$ cat config.mk
export PLATFORM = sky130hd
export DESIGN_NAME = path_element_token_parser_unit
export DESIGN_NICKNAME = d
export VERILOG_FILES = /design/src/petp_pkg.sv /design/src/path_element_token_parser_unit.sv
export VERILOG_INCLUDE_DIRS = /design/src /design/src/src
export SDC_FILE = /design/constraint.sdc
export NUM_CORES = 1
export LEC_CHECK = 0
export BUFFER_PORTS_ARGS = -buffer_cell sky130_fd_sc_hd__buf_2
export CAP_MARGIN = 30
export CORE_AREA = 2 2 122 124
export CTS_CLUSTER_DIAMETER = 60
export DETAILED_ROUTE_END_ITERATION = 7
export DIE_AREA = 0 0 124 126
export PLACE_DENSITY_LB_ADDON = 0.08
export SYNTH_ARGS = -nofsm -noshare
export SYNTH_HDL_FRONTEND = slang
export SYNTH_SLANG_ARGS = --single-unit
$ cat constraint.sdc
create_clock -name clock -period 9.05 [get_ports clock]
set_input_delay 1.3575 -clock clock [delete_from_list [all_inputs] [get_ports clock]]
set_output_delay 1.3575 -clock clock [all_outputs]
set_load 0.05 [all_outputs]
$ cat src/path_element_token_parser_unit_assert.svh
// assertion macros for the path element token parser
// expects signals named clock and reset in the module that includes it
`ifndef PATH_ELEMENT_TOKEN_PARSER_UNIT_ASSERT_SVH
`define PATH_ELEMENT_TOKEN_PARSER_UNIT_ASSERT_SVH

// same-cycle implication, quiet during reset
`define PETP_ASSERT_IMPLY(lbl, ante, cons) \
   lbl: assert property (@(posedge clock) disable iff (reset) (ante) |-> (cons)) \
      else $error("assertion failed: lbl");

// next-cycle implication, quiet during reset
`define PETP_ASSERT_NEXT(lbl, ante, cons) \
   lbl: assert property (@(posedge clock) disable iff (reset) (ante) |=> (cons)) \
      else $error("assertion failed: lbl");

`endif

$ cat src/petp_pkg.sv
// shared types, codes and character class helpers for the path element parser
// no dependencies
package petp_pkg;

   localparam int IndexWidthDefault = 32;
   localparam int IdxOutWidth       = 32;

   // grammar state codes
   localparam logic [2:0] GS_START   = 3'd0;
   localparam logic [2:0] GS_PERCENT = 3'd1;
   localparam logic [2:0] GS_BODY    = 3'd2;
   localparam logic [2:0] GS_DOT     = 3'd3;
   localparam logic [2:0] GS_ARRAY   = 3'd4;
   localparam logic [2:0] GS_BASE    = 3'd5;
   localparam logic [2:0] GS_INDEX   = 3'd6;
   localparam logic [2:0] GS_DONE    = 3'd7;

   // index radix codes
   localparam logic [1:0] RADIX_DEC = 2'd0;
   localparam logic [1:0] RADIX_OCT = 2'd1;
   localparam logic [1:0] RADIX_HEX = 2'd2;

   typedef struct packed {
      logic [7:0] ch;
      logic       last;
   } req_beat_type;

   typedef struct packed {
      logic [7:0]             name_char;
      logic                   name_valid;
      logic                   done_res;
      logic                   has_array;
      logic                   index_given;
      logic [IdxOutWidth-1:0] index_value;
      logic                   parse_fail;
      logic                   overflow;
   } rsp_beat_type;

   function automatic logic is_letter(input logic [7:0] c);
      return (c >= "a" && c <= "z") || (c >= "A" && c <= "Z");
   endfunction

   function automatic logic is_digit(input logic [7:0] c);
      return c >= "0" && c <= "9";
   endfunction

   function automatic logic is_octal(input logic [7:0] c);
      return c >= "0" && c <= "7";
   endfunction

   function automatic logic is_hex(input logic [7:0] c);
      return is_digit(c) || (c >= "a" && c <= "f") || (c >= "A" && c <= "F");
   endfunction

   // digit value, letters a-f and A-F give 10 to 15
   function automatic logic [3:0] hex_val(input logic [7:0] c);
      logic [7:0] v;
      if (is_digit(c)) begin
         v = c - 8'h30;
      end else if (c >= "a" && c <= "f") begin
         v = c - 8'h57;
      end else begin
         v = c - 8'h37;
      end
      return v[3:0];
   endfunction

endpackage

$ cat src/path_element_token_parser_unit.sv
// path element token parser: grammar state, index accumulator, result register
// depends on petp_pkg and path_element_token_parser_unit_assert.svh
//
//   channel  | direction | payload
//   ---------+-----------+---------------------------------
//   req_     | in        | petp_pkg::req_beat_type (ch, last)
//   rsp_     | out       | petp_pkg::rsp_beat_type (8 fields)
//
// one character per clock while rsp_ready drains the output: each accepted beat
// updates the grammar state and index accumulator in the same cycle and lands its
// result in the output register, visible in the cycle after the beat is taken.
// the output register holds a result until rsp_ready; req_ready stays high
// whenever the register is empty or is being drained in that cycle.
// synchronous reset returns the parser to its start state with no result pending.
module path_element_token_parser_unit #(
   parameter int INDEX_WIDTH = petp_pkg::IndexWidthDefault
) (
   input  logic                   clock,
   input  logic                   reset,
   input  logic                   req_valid,
   output logic                   req_ready,
   input  petp_pkg::req_beat_type req_data,
   output logic                   rsp_valid,
   input  logic                   rsp_ready,
   output petp_pkg::rsp_beat_type rsp_data
);
   import petp_pkg::*;

   `include "path_element_token_parser_unit_assert.svh"

   localparam int ExtWidth = INDEX_WIDTH + 5;

   // parser state
   logic [2:0]             gs_ff, gs_in;
   logic [1:0]             radix_ff, radix_in;
   logic [INDEX_WIDTH-1:0] acc_ff, acc_in;
   logic                   arr_ff, arr_in;
   logic                   idx_ff, idx_in;
   logic                   fail_ff, fail_in;
   logic                   sat_ff, sat_in;

   // result register
   logic         rsp_valid_ff, rsp_valid_in;
   rsp_beat_type rsp_data_ff, rsp_data_in;

   logic accept;
   logic take;
   logic bad;

   // shared digit accumulate
   logic                   dig_do;
   logic [1:0]             dig_radix;
   logic [3:0]             dig_val;
   logic                   dig_fresh;
   logic [ExtWidth-1:0]    dig_base;
   logic [ExtWidth-1:0]    dig_prod;
   logic [ExtWidth-1:0]    dig_sum;
   logic                   dig_ovf;

   logic [7:0] c;

   // terms for the checks
   logic chk_mid_beat;
   logic chk_mid_clear;
   logic chk_last_taken;
   logic chk_state_start;

   assign c         = req_data.ch;
   assign req_ready = !rsp_valid_ff || rsp_ready;
   assign accept    = req_valid && req_ready;
   assign rsp_valid = rsp_valid_ff;
   assign rsp_data  = rsp_data_ff;

   // grammar step for one character
   always_comb begin
      gs_in     = gs_ff;
      radix_in  = radix_ff;
      arr_in    = arr_ff;
      idx_in    = idx_ff;
      take      = 1'b0;
      bad       = 1'b0;
      dig_do    = 1'b0;
      dig_radix = radix_ff;
      dig_val   = 4'd0;
      dig_fresh = 1'b0;
      if (!fail_ff) begin
         unique case (gs_ff)
            GS_START: begin
               if (c == "%") begin
                  take  = 1'b1;
                  gs_in = GS_PERCENT;
               end else if (c == "^") begin
                  take  = 1'b1;
                  gs_in = GS_DONE;
               end else if (is_letter(c) || c == "_") begin
                  take  = 1'b1;
                  gs_in = GS_BODY;
               end else if (c == ".") begin
                  take  = 1'b1;
                  gs_in = GS_DOT;
               end else begin
                  bad = 1'b1;
               end
            end
            GS_PERCENT: begin
               if (is_letter(c) || c == "_") begin
                  take  = 1'b1;
                  gs_in = GS_BODY;
               end else begin
                  bad = 1'b1;
               end
            end
            GS_BODY: begin
               if (is_letter(c) || is_digit(c) || c == "_" || c == ".") begin
                  take = 1'b1;
               end else if (c == "[") begin
                  arr_in = 1'b1;
                  gs_in  = GS_ARRAY;
               end else begin
                  bad = 1'b1;
               end
            end
            GS_DOT: begin
               if (c == ".") begin
                  take  = 1'b1;
                  gs_in = GS_DONE;
               end else begin
                  bad = 1'b1;
               end
            end
            GS_ARRAY: begin
               if (c == "]") begin
                  idx_in = 1'b0;
                  gs_in  = GS_DONE;
               end else if (c == "0") begin
                  idx_in    = 1'b1;
                  dig_fresh = 1'b1;
                  gs_in     = GS_BASE;
               end else if (is_digit(c)) begin
                  idx_in    = 1'b1;
                  radix_in  = RADIX_DEC;
                  dig_fresh = 1'b1;
                  dig_do    = 1'b1;
                  dig_radix = RADIX_DEC;
                  dig_val   = hex_val(c);
                  gs_in     = GS_INDEX;
               end else begin
                  bad = 1'b1;
               end
            end
            GS_BASE: begin
               if (c == "x") begin
                  radix_in = RADIX_HEX;
                  gs_in    = GS_INDEX;
               end else if (is_octal(c)) begin
                  radix_in  = RADIX_OCT;
                  dig_do    = 1'b1;
                  dig_radix = RADIX_OCT;
                  dig_val   = hex_val(c);
                  gs_in     = GS_INDEX;
               end else if (c == "]") begin
                  radix_in = RADIX_DEC;
                  gs_in    = GS_DONE;
               end else begin
                  bad = 1'b1;
               end
            end
            GS_INDEX: begin
               if ((radix_ff == RADIX_DEC && is_digit(c))
                   || (radix_ff == RADIX_OCT && is_octal(c))
                   || (radix_ff == RADIX_HEX && is_hex(c))) begin
                  dig_do  = 1'b1;
                  dig_val = hex_val(c);
               end else if (c == "]") begin
                  gs_in = GS_DONE;
               end else begin
                  bad = 1'b1;
               end
            end
            GS_DONE: begin
               bad = 1'b1;
            end
            default: begin
               bad = 1'b1;
            end
         endcase
      end
   end

   // accumulate one digit: times 10, 8 or 16 by shifts, saturate on carry out
   always_comb begin
      dig_base = dig_fresh ? '0 : ExtWidth'(acc_ff);
      unique case (dig_radix)
         RADIX_OCT: dig_prod = dig_base << 3;
         RADIX_HEX: dig_prod = dig_base << 4;
         default:   dig_prod = (dig_base << 3) + (dig_base << 1);
      endcase
      dig_sum = dig_prod + ExtWidth'(dig_val);
      dig_ovf = |dig_sum[ExtWidth-1:INDEX_WIDTH];
   end

   // index and flag updates
   always_comb begin
      acc_in  = dig_fresh ? '0 : acc_ff;
      sat_in  = sat_ff;
      fail_in = fail_ff || bad;
      if (dig_do) begin
         if (dig_ovf) begin
            acc_in = '1;
            sat_in = 1'b1;
         end else begin
            acc_in = dig_sum[INDEX_WIDTH-1:0];
         end
      end
   end

   // result beat
   always_comb begin
      rsp_data_in.name_char   = c;
      rsp_data_in.name_valid  = take && !bad;
      rsp_data_in.done_res    = req_data.last;
      rsp_data_in.has_array   = req_data.last && arr_in;
      rsp_data_in.index_given = req_data.last && idx_in;
      rsp_data_in.index_value = (req_data.last && idx_in) ? IdxOutWidth'(acc_in) : '0;
      rsp_data_in.parse_fail  = req_data.last && fail_in;
      rsp_data_in.overflow    = req_data.last && sat_in;
      if (accept) begin
         rsp_valid_in = 1'b1;
      end else if (rsp_ready) begin
         rsp_valid_in = 1'b0;
      end else begin
         rsp_valid_in = rsp_valid_ff;
      end
   end

   // state registers, cleared after each element's last character
   always_ff @(posedge clock) begin
      if (reset || (accept && req_data.last)) begin
         gs_ff    <= GS_START;
         radix_ff <= RADIX_DEC;
         acc_ff   <= '0;
         arr_ff   <= 1'b0;
         idx_ff   <= 1'b0;
         fail_ff  <= 1'b0;
         sat_ff   <= 1'b0;
      end else if (accept) begin
         gs_ff    <= gs_in;
         radix_ff <= radix_in;
         acc_ff   <= acc_in;
         arr_ff   <= arr_in;
         idx_ff   <= idx_in;
         fail_ff  <= fail_in;
         sat_ff   <= sat_in;
      end
   end

   // output register
   always_ff @(posedge clock) begin
      if (reset) begin
         rsp_valid_ff <= 1'b0;
      end else begin
         rsp_valid_ff <= rsp_valid_in;
      end
   end

   always_ff @(posedge clock) begin
      if (accept) begin
         rsp_data_ff <= rsp_data_in;
      end
   end

   // check terms
   assign chk_mid_beat    = rsp_valid_ff && !rsp_data_ff.done_res;
   assign chk_mid_clear   = !rsp_data_ff.has_array && !rsp_data_ff.index_given
                            && rsp_data_ff.index_value == '0
                            && !rsp_data_ff.parse_fail && !rsp_data_ff.overflow;
   assign chk_last_taken  = rsp_valid_ff && rsp_data_ff.name_valid && rsp_data_ff.done_res;
   assign chk_state_start = gs_ff == GS_START && !fail_ff && !sat_ff && !arr_ff && !idx_ff;

   // checks
   `PETP_ASSERT_IMPLY(a_mid_summary_zero, chk_mid_beat, chk_mid_clear)
   `PETP_ASSERT_IMPLY(a_ovf_needs_index, rsp_valid_ff && rsp_data_ff.overflow, rsp_data_ff.index_given)
   `PETP_ASSERT_IMPLY(a_taken_no_fail, chk_last_taken, !rsp_data_ff.parse_fail)
   `PETP_ASSERT_NEXT(a_fail_sticky, fail_ff && !(accept && req_data.last), fail_ff)
   `PETP_ASSERT_NEXT(a_last_clears, accept && req_data.last, chk_state_start)

endmodule
==> metrics.md <==
| Metric | Value |
|---|---|
| Total design power | 922 uW |
| Root Buffer | clkbuf_16 |
| Period minus WS final | around 7.3 ns |
| Final Cycle Share | 81.2% |
| Synth Cell Area | slightly below 0.009 mm^2 |
| Die height | 126 um |
| Total Routing Usage GR | 33.5% |
| Antenna diode count | 0 |
| Wire per inst | a little over 20 um |
| Antenna-violating nets left | 0 |
| RSZ-0062 raised after global routing | no |
| Most common cell in the netlist | nand2_1 |
| Setup TNS Final | 0 ns |
| Startpoint types | primary input |
| Pre-CTS WS | 1.51 ns |
| WL final | between 20,000 and 30,000 um |
| Final Max Tran Viols | 0 |
| Drt first pass iters | 6 |
| Post-DR vias/cell | between 6 and 7 |
| Area of the die | around 0.016 mm^2 |
| Yosys warns | 0 |
| Area grow syn2layout | 5.58% |
| Netlist cell types | 94 |
| Compound-Gate Fraction of Synth Area | 33.1% |
| Via count | ~8,800 |
| CTS tree | yes |
| Post-CTS Resized | 0 |
| Slew HR | 32.1% |
| Die W | 124 um |
| Fmax | around 140 MHz |
| Fin area | 0.00916 mm^2 |
| Number of buffers inserted by hold repair at cts | 0 |
| # Post-CTS Setup Buffers | 0 |
| Post-DP HPWL | roughly 18,000 um |
| Final hold violation count | 0 |
| Synth top area share | 15.9% |
| Slew of the pin with the lowest slew margin | between 1 and 1.5 ns |
| Clk sinks | a little under 90 |
| Ys async rst share | 0% |
| Synth Flop Type | edfxtp_1 |
| Total gr overflow | 0 |
| Synth Area in Adders | 2.80% |
| DRT met1 WL | about 11,000 um |
| Number of cells in the finished layout apart from fillers | ~1,300 |
| Number of top-level pins | 61 |
| Clk_lat worst skew | roughly 0.35 ns |
| Synth Instances | about 1,100 |
| Starting density of the core | approximately 60% |
| Critical-path maximum fanout | 38 |
| Status | complete, no violations |
| Synth Area in XOR/XNOR | ~6.4% |
| Min-Delay Path Class | register to register |
| Layout Nets | 1,129 |
| Post-synth EDFFs | 46 |
| Met3 wire len | between 2000 and 2500 um |
| Top Metal Used | met4 |
| Post-route setup slack | about 1.7 ns |
| Antenna violations before repair | 0 |
| Critical path class | primary input to register |
| GP Congestion | 0.982 |
| Vias in the first global route | roughly 7,900 |
| Pwr Density | ~100 mW/mm^2 |
| Final setup vio count | 0 |
| Cts bufs inserted | 9 |
| Met2 routed WL | approximately 11,000 um |
| Final Skew | 0.00904 ns |
| Worst Setup End Kind | register |
| Dominant cell type by area after synthesis | edfxtp_1 |
| Crit path DAT | about 7.6 ns |
| Main combinational cell family by area after synthesis | compound AO/OA/AOI/OAI gates |
| Synthesized net count | 1,141 |
| CORE AREA | between 0.01 and 0.015 mm^2 |
| LEAKAGE | between 3 and 4 nW |
| Top cells by area, synth | edfxtp_1 (16%), dfxtp_1 (9.7%), o21ai_0 (4.7%) |
| Port buffer count | 60 |
| Post-synthesis average cell area | ~8 um^2 |
| Post-Synth Simple-Gate Area | 23.8% |
| DRC violation count after routing | 0 |
| Placed Instances | roughly 1,300 |
| H-tree levels | 3 |
| #FFs+latches synth | 88 |
| Maximum vdd drop | 90.8 uV |
| Sequential area share after synthesis | 25.6% |
| Largest net degree at the start of global routing | 55 |
| DRT iter0 DRCs | around 840 |
| Synth cell count leaders | nand2_1 (98), nor2_1 (88), o21ai_0 (82) |
| # Max-Cap Violations | 0 |
| Placed Area | a little under 0.009 mm^2 |
| # rows | 44 |
| WP data required | a little over 9 ns |
| Mux contribution to synthesized area | under 10% |
| Worst-path clk slew | about 0.07 ns |
| Clock Tree Buf Depth | 2 |
| Global-route wire length before repair | approximately 42,000 um |
| Layout cell share with drive strength beyond 1 | between 10% and 20% |
[per-stage QoR]
step                      hold WS (ns)  utilization (%)
after floorplan                  0.427                -
after global placement           0.440             61.8
after detailed placement         0.440             61.8
after CTS                        0.450             64.0
after global routing             0.489             64.0
final                            0.452             64.0
[final cells by class]
type | instances | area (um^2)
clock buffers | 9 | 225
clock inverters | 7 | 78.8
fillers | 1291 | 5160
inverters | 42 | 158
multi-input cells | 883 | 5840
flip-flops and latches | 88 | 2220
well taps | 184 | 230
repair buffers | 74 | 405
[sequential cells by signal, indices dropped and copies added (netlist names)]
register and flops:
sat_ff 1, rsp_valid 1, arr_ff 1, radix_ff 2, fail_ff 1, idx_ff 1, acc_ff 32, gs_ff 3
rsp_data 46
[placed cells by master, fill, tap and decap left out, types with 6 or more instances in the layout]
cell type,n
nand4_1,6
o21ai_0,82
nor2b_1,9
a31oi_1,12
dfxtp_1,42
nand3b_1,22
edfxtp_1,46
a22o_1,27
nor2_1,87
nand2b_1,9
xnor2_1,39
buf_2,60
buf_4,14
xor2_1,24
o21a_1,8
o21bai_1,9
inv_1,40
a221o_1,11
a211o_1,6
clkbuf_16,9
o22ai_1,6
nand3_1,22
nor3_1,31
and3_1,12
or3_1,6
nand2_1,98
a221oi_1,27
o211ai_1,8
o21ai_1,40
ha_1,16
a22oi_1,21
a21o_1,17
nor3b_1,8
and2_1,17
or3b_2,13
or2_2,8
a211oi_1,12
a21oi_1,49
[report_power, final]
group	total, mW	internal, mW	switching [mW]
registers	0.438	0.431	0.00666
clock network	0.390	0.217	0.173
logic	0.0940	0.0213	0.0727
total	0.922	0.670	0.252
[layer usage]
metal	track usage, %	up-vias
met4	13.7	0
met5	0	-
met1	47.6	4101
met3	4.98	70
li1	-	4173
met2	50.6	438
[critical path, cell delays in order]
cell      delay, ns
buf_2          0.15
inv_1          0.11
ha_1           0.24
o21bai_1       0.10
a21o_1         0.18
buf_4          0.20
inv_2          0.21
nand2_1        0.16
o41ai_1        0.36
nand2_1        0.14
ha_2           0.80
buf_4          0.44
mux2_2         0.21
a222oi_1       0.07
a31o_2         0.25
a21oi_1        0.11
o311a_1        0.23
o311a_1        0.20
nand4_1        0.20
or3b_1         0.52
nor4_4         0.27
mux2i_2        0.39
buf_4          0.33
nor2_1         0.11
a21oi_1        0.16
[path summary, 6_finish.rpt]
check,slack (ns),depth (start not counted),start,endpoint
setup / recovery,1.70,25,req_data[2],rsp_data[29]
hold / removal,0.45,2,acc_ff[29],acc_ff[29]
setup reg to reg,2.62,18,gs_ff[2],rsp_data[29]
hold reg to reg,0.45,2,acc_ff[29],acc_ff[29]
[kinds of logic (layout without fill, tap and decap cells)]
group,count (synthesis),count (layout)
DFF,88,88
and+or+nand+nor,385,385
buffers and inverters,139,132
xor gates and xnor gates,63,63
muxes,8,8
AOI/OAI and AO/OA,408,408
adders and majority gates,19,19
(Power assumes the default switching activity.)
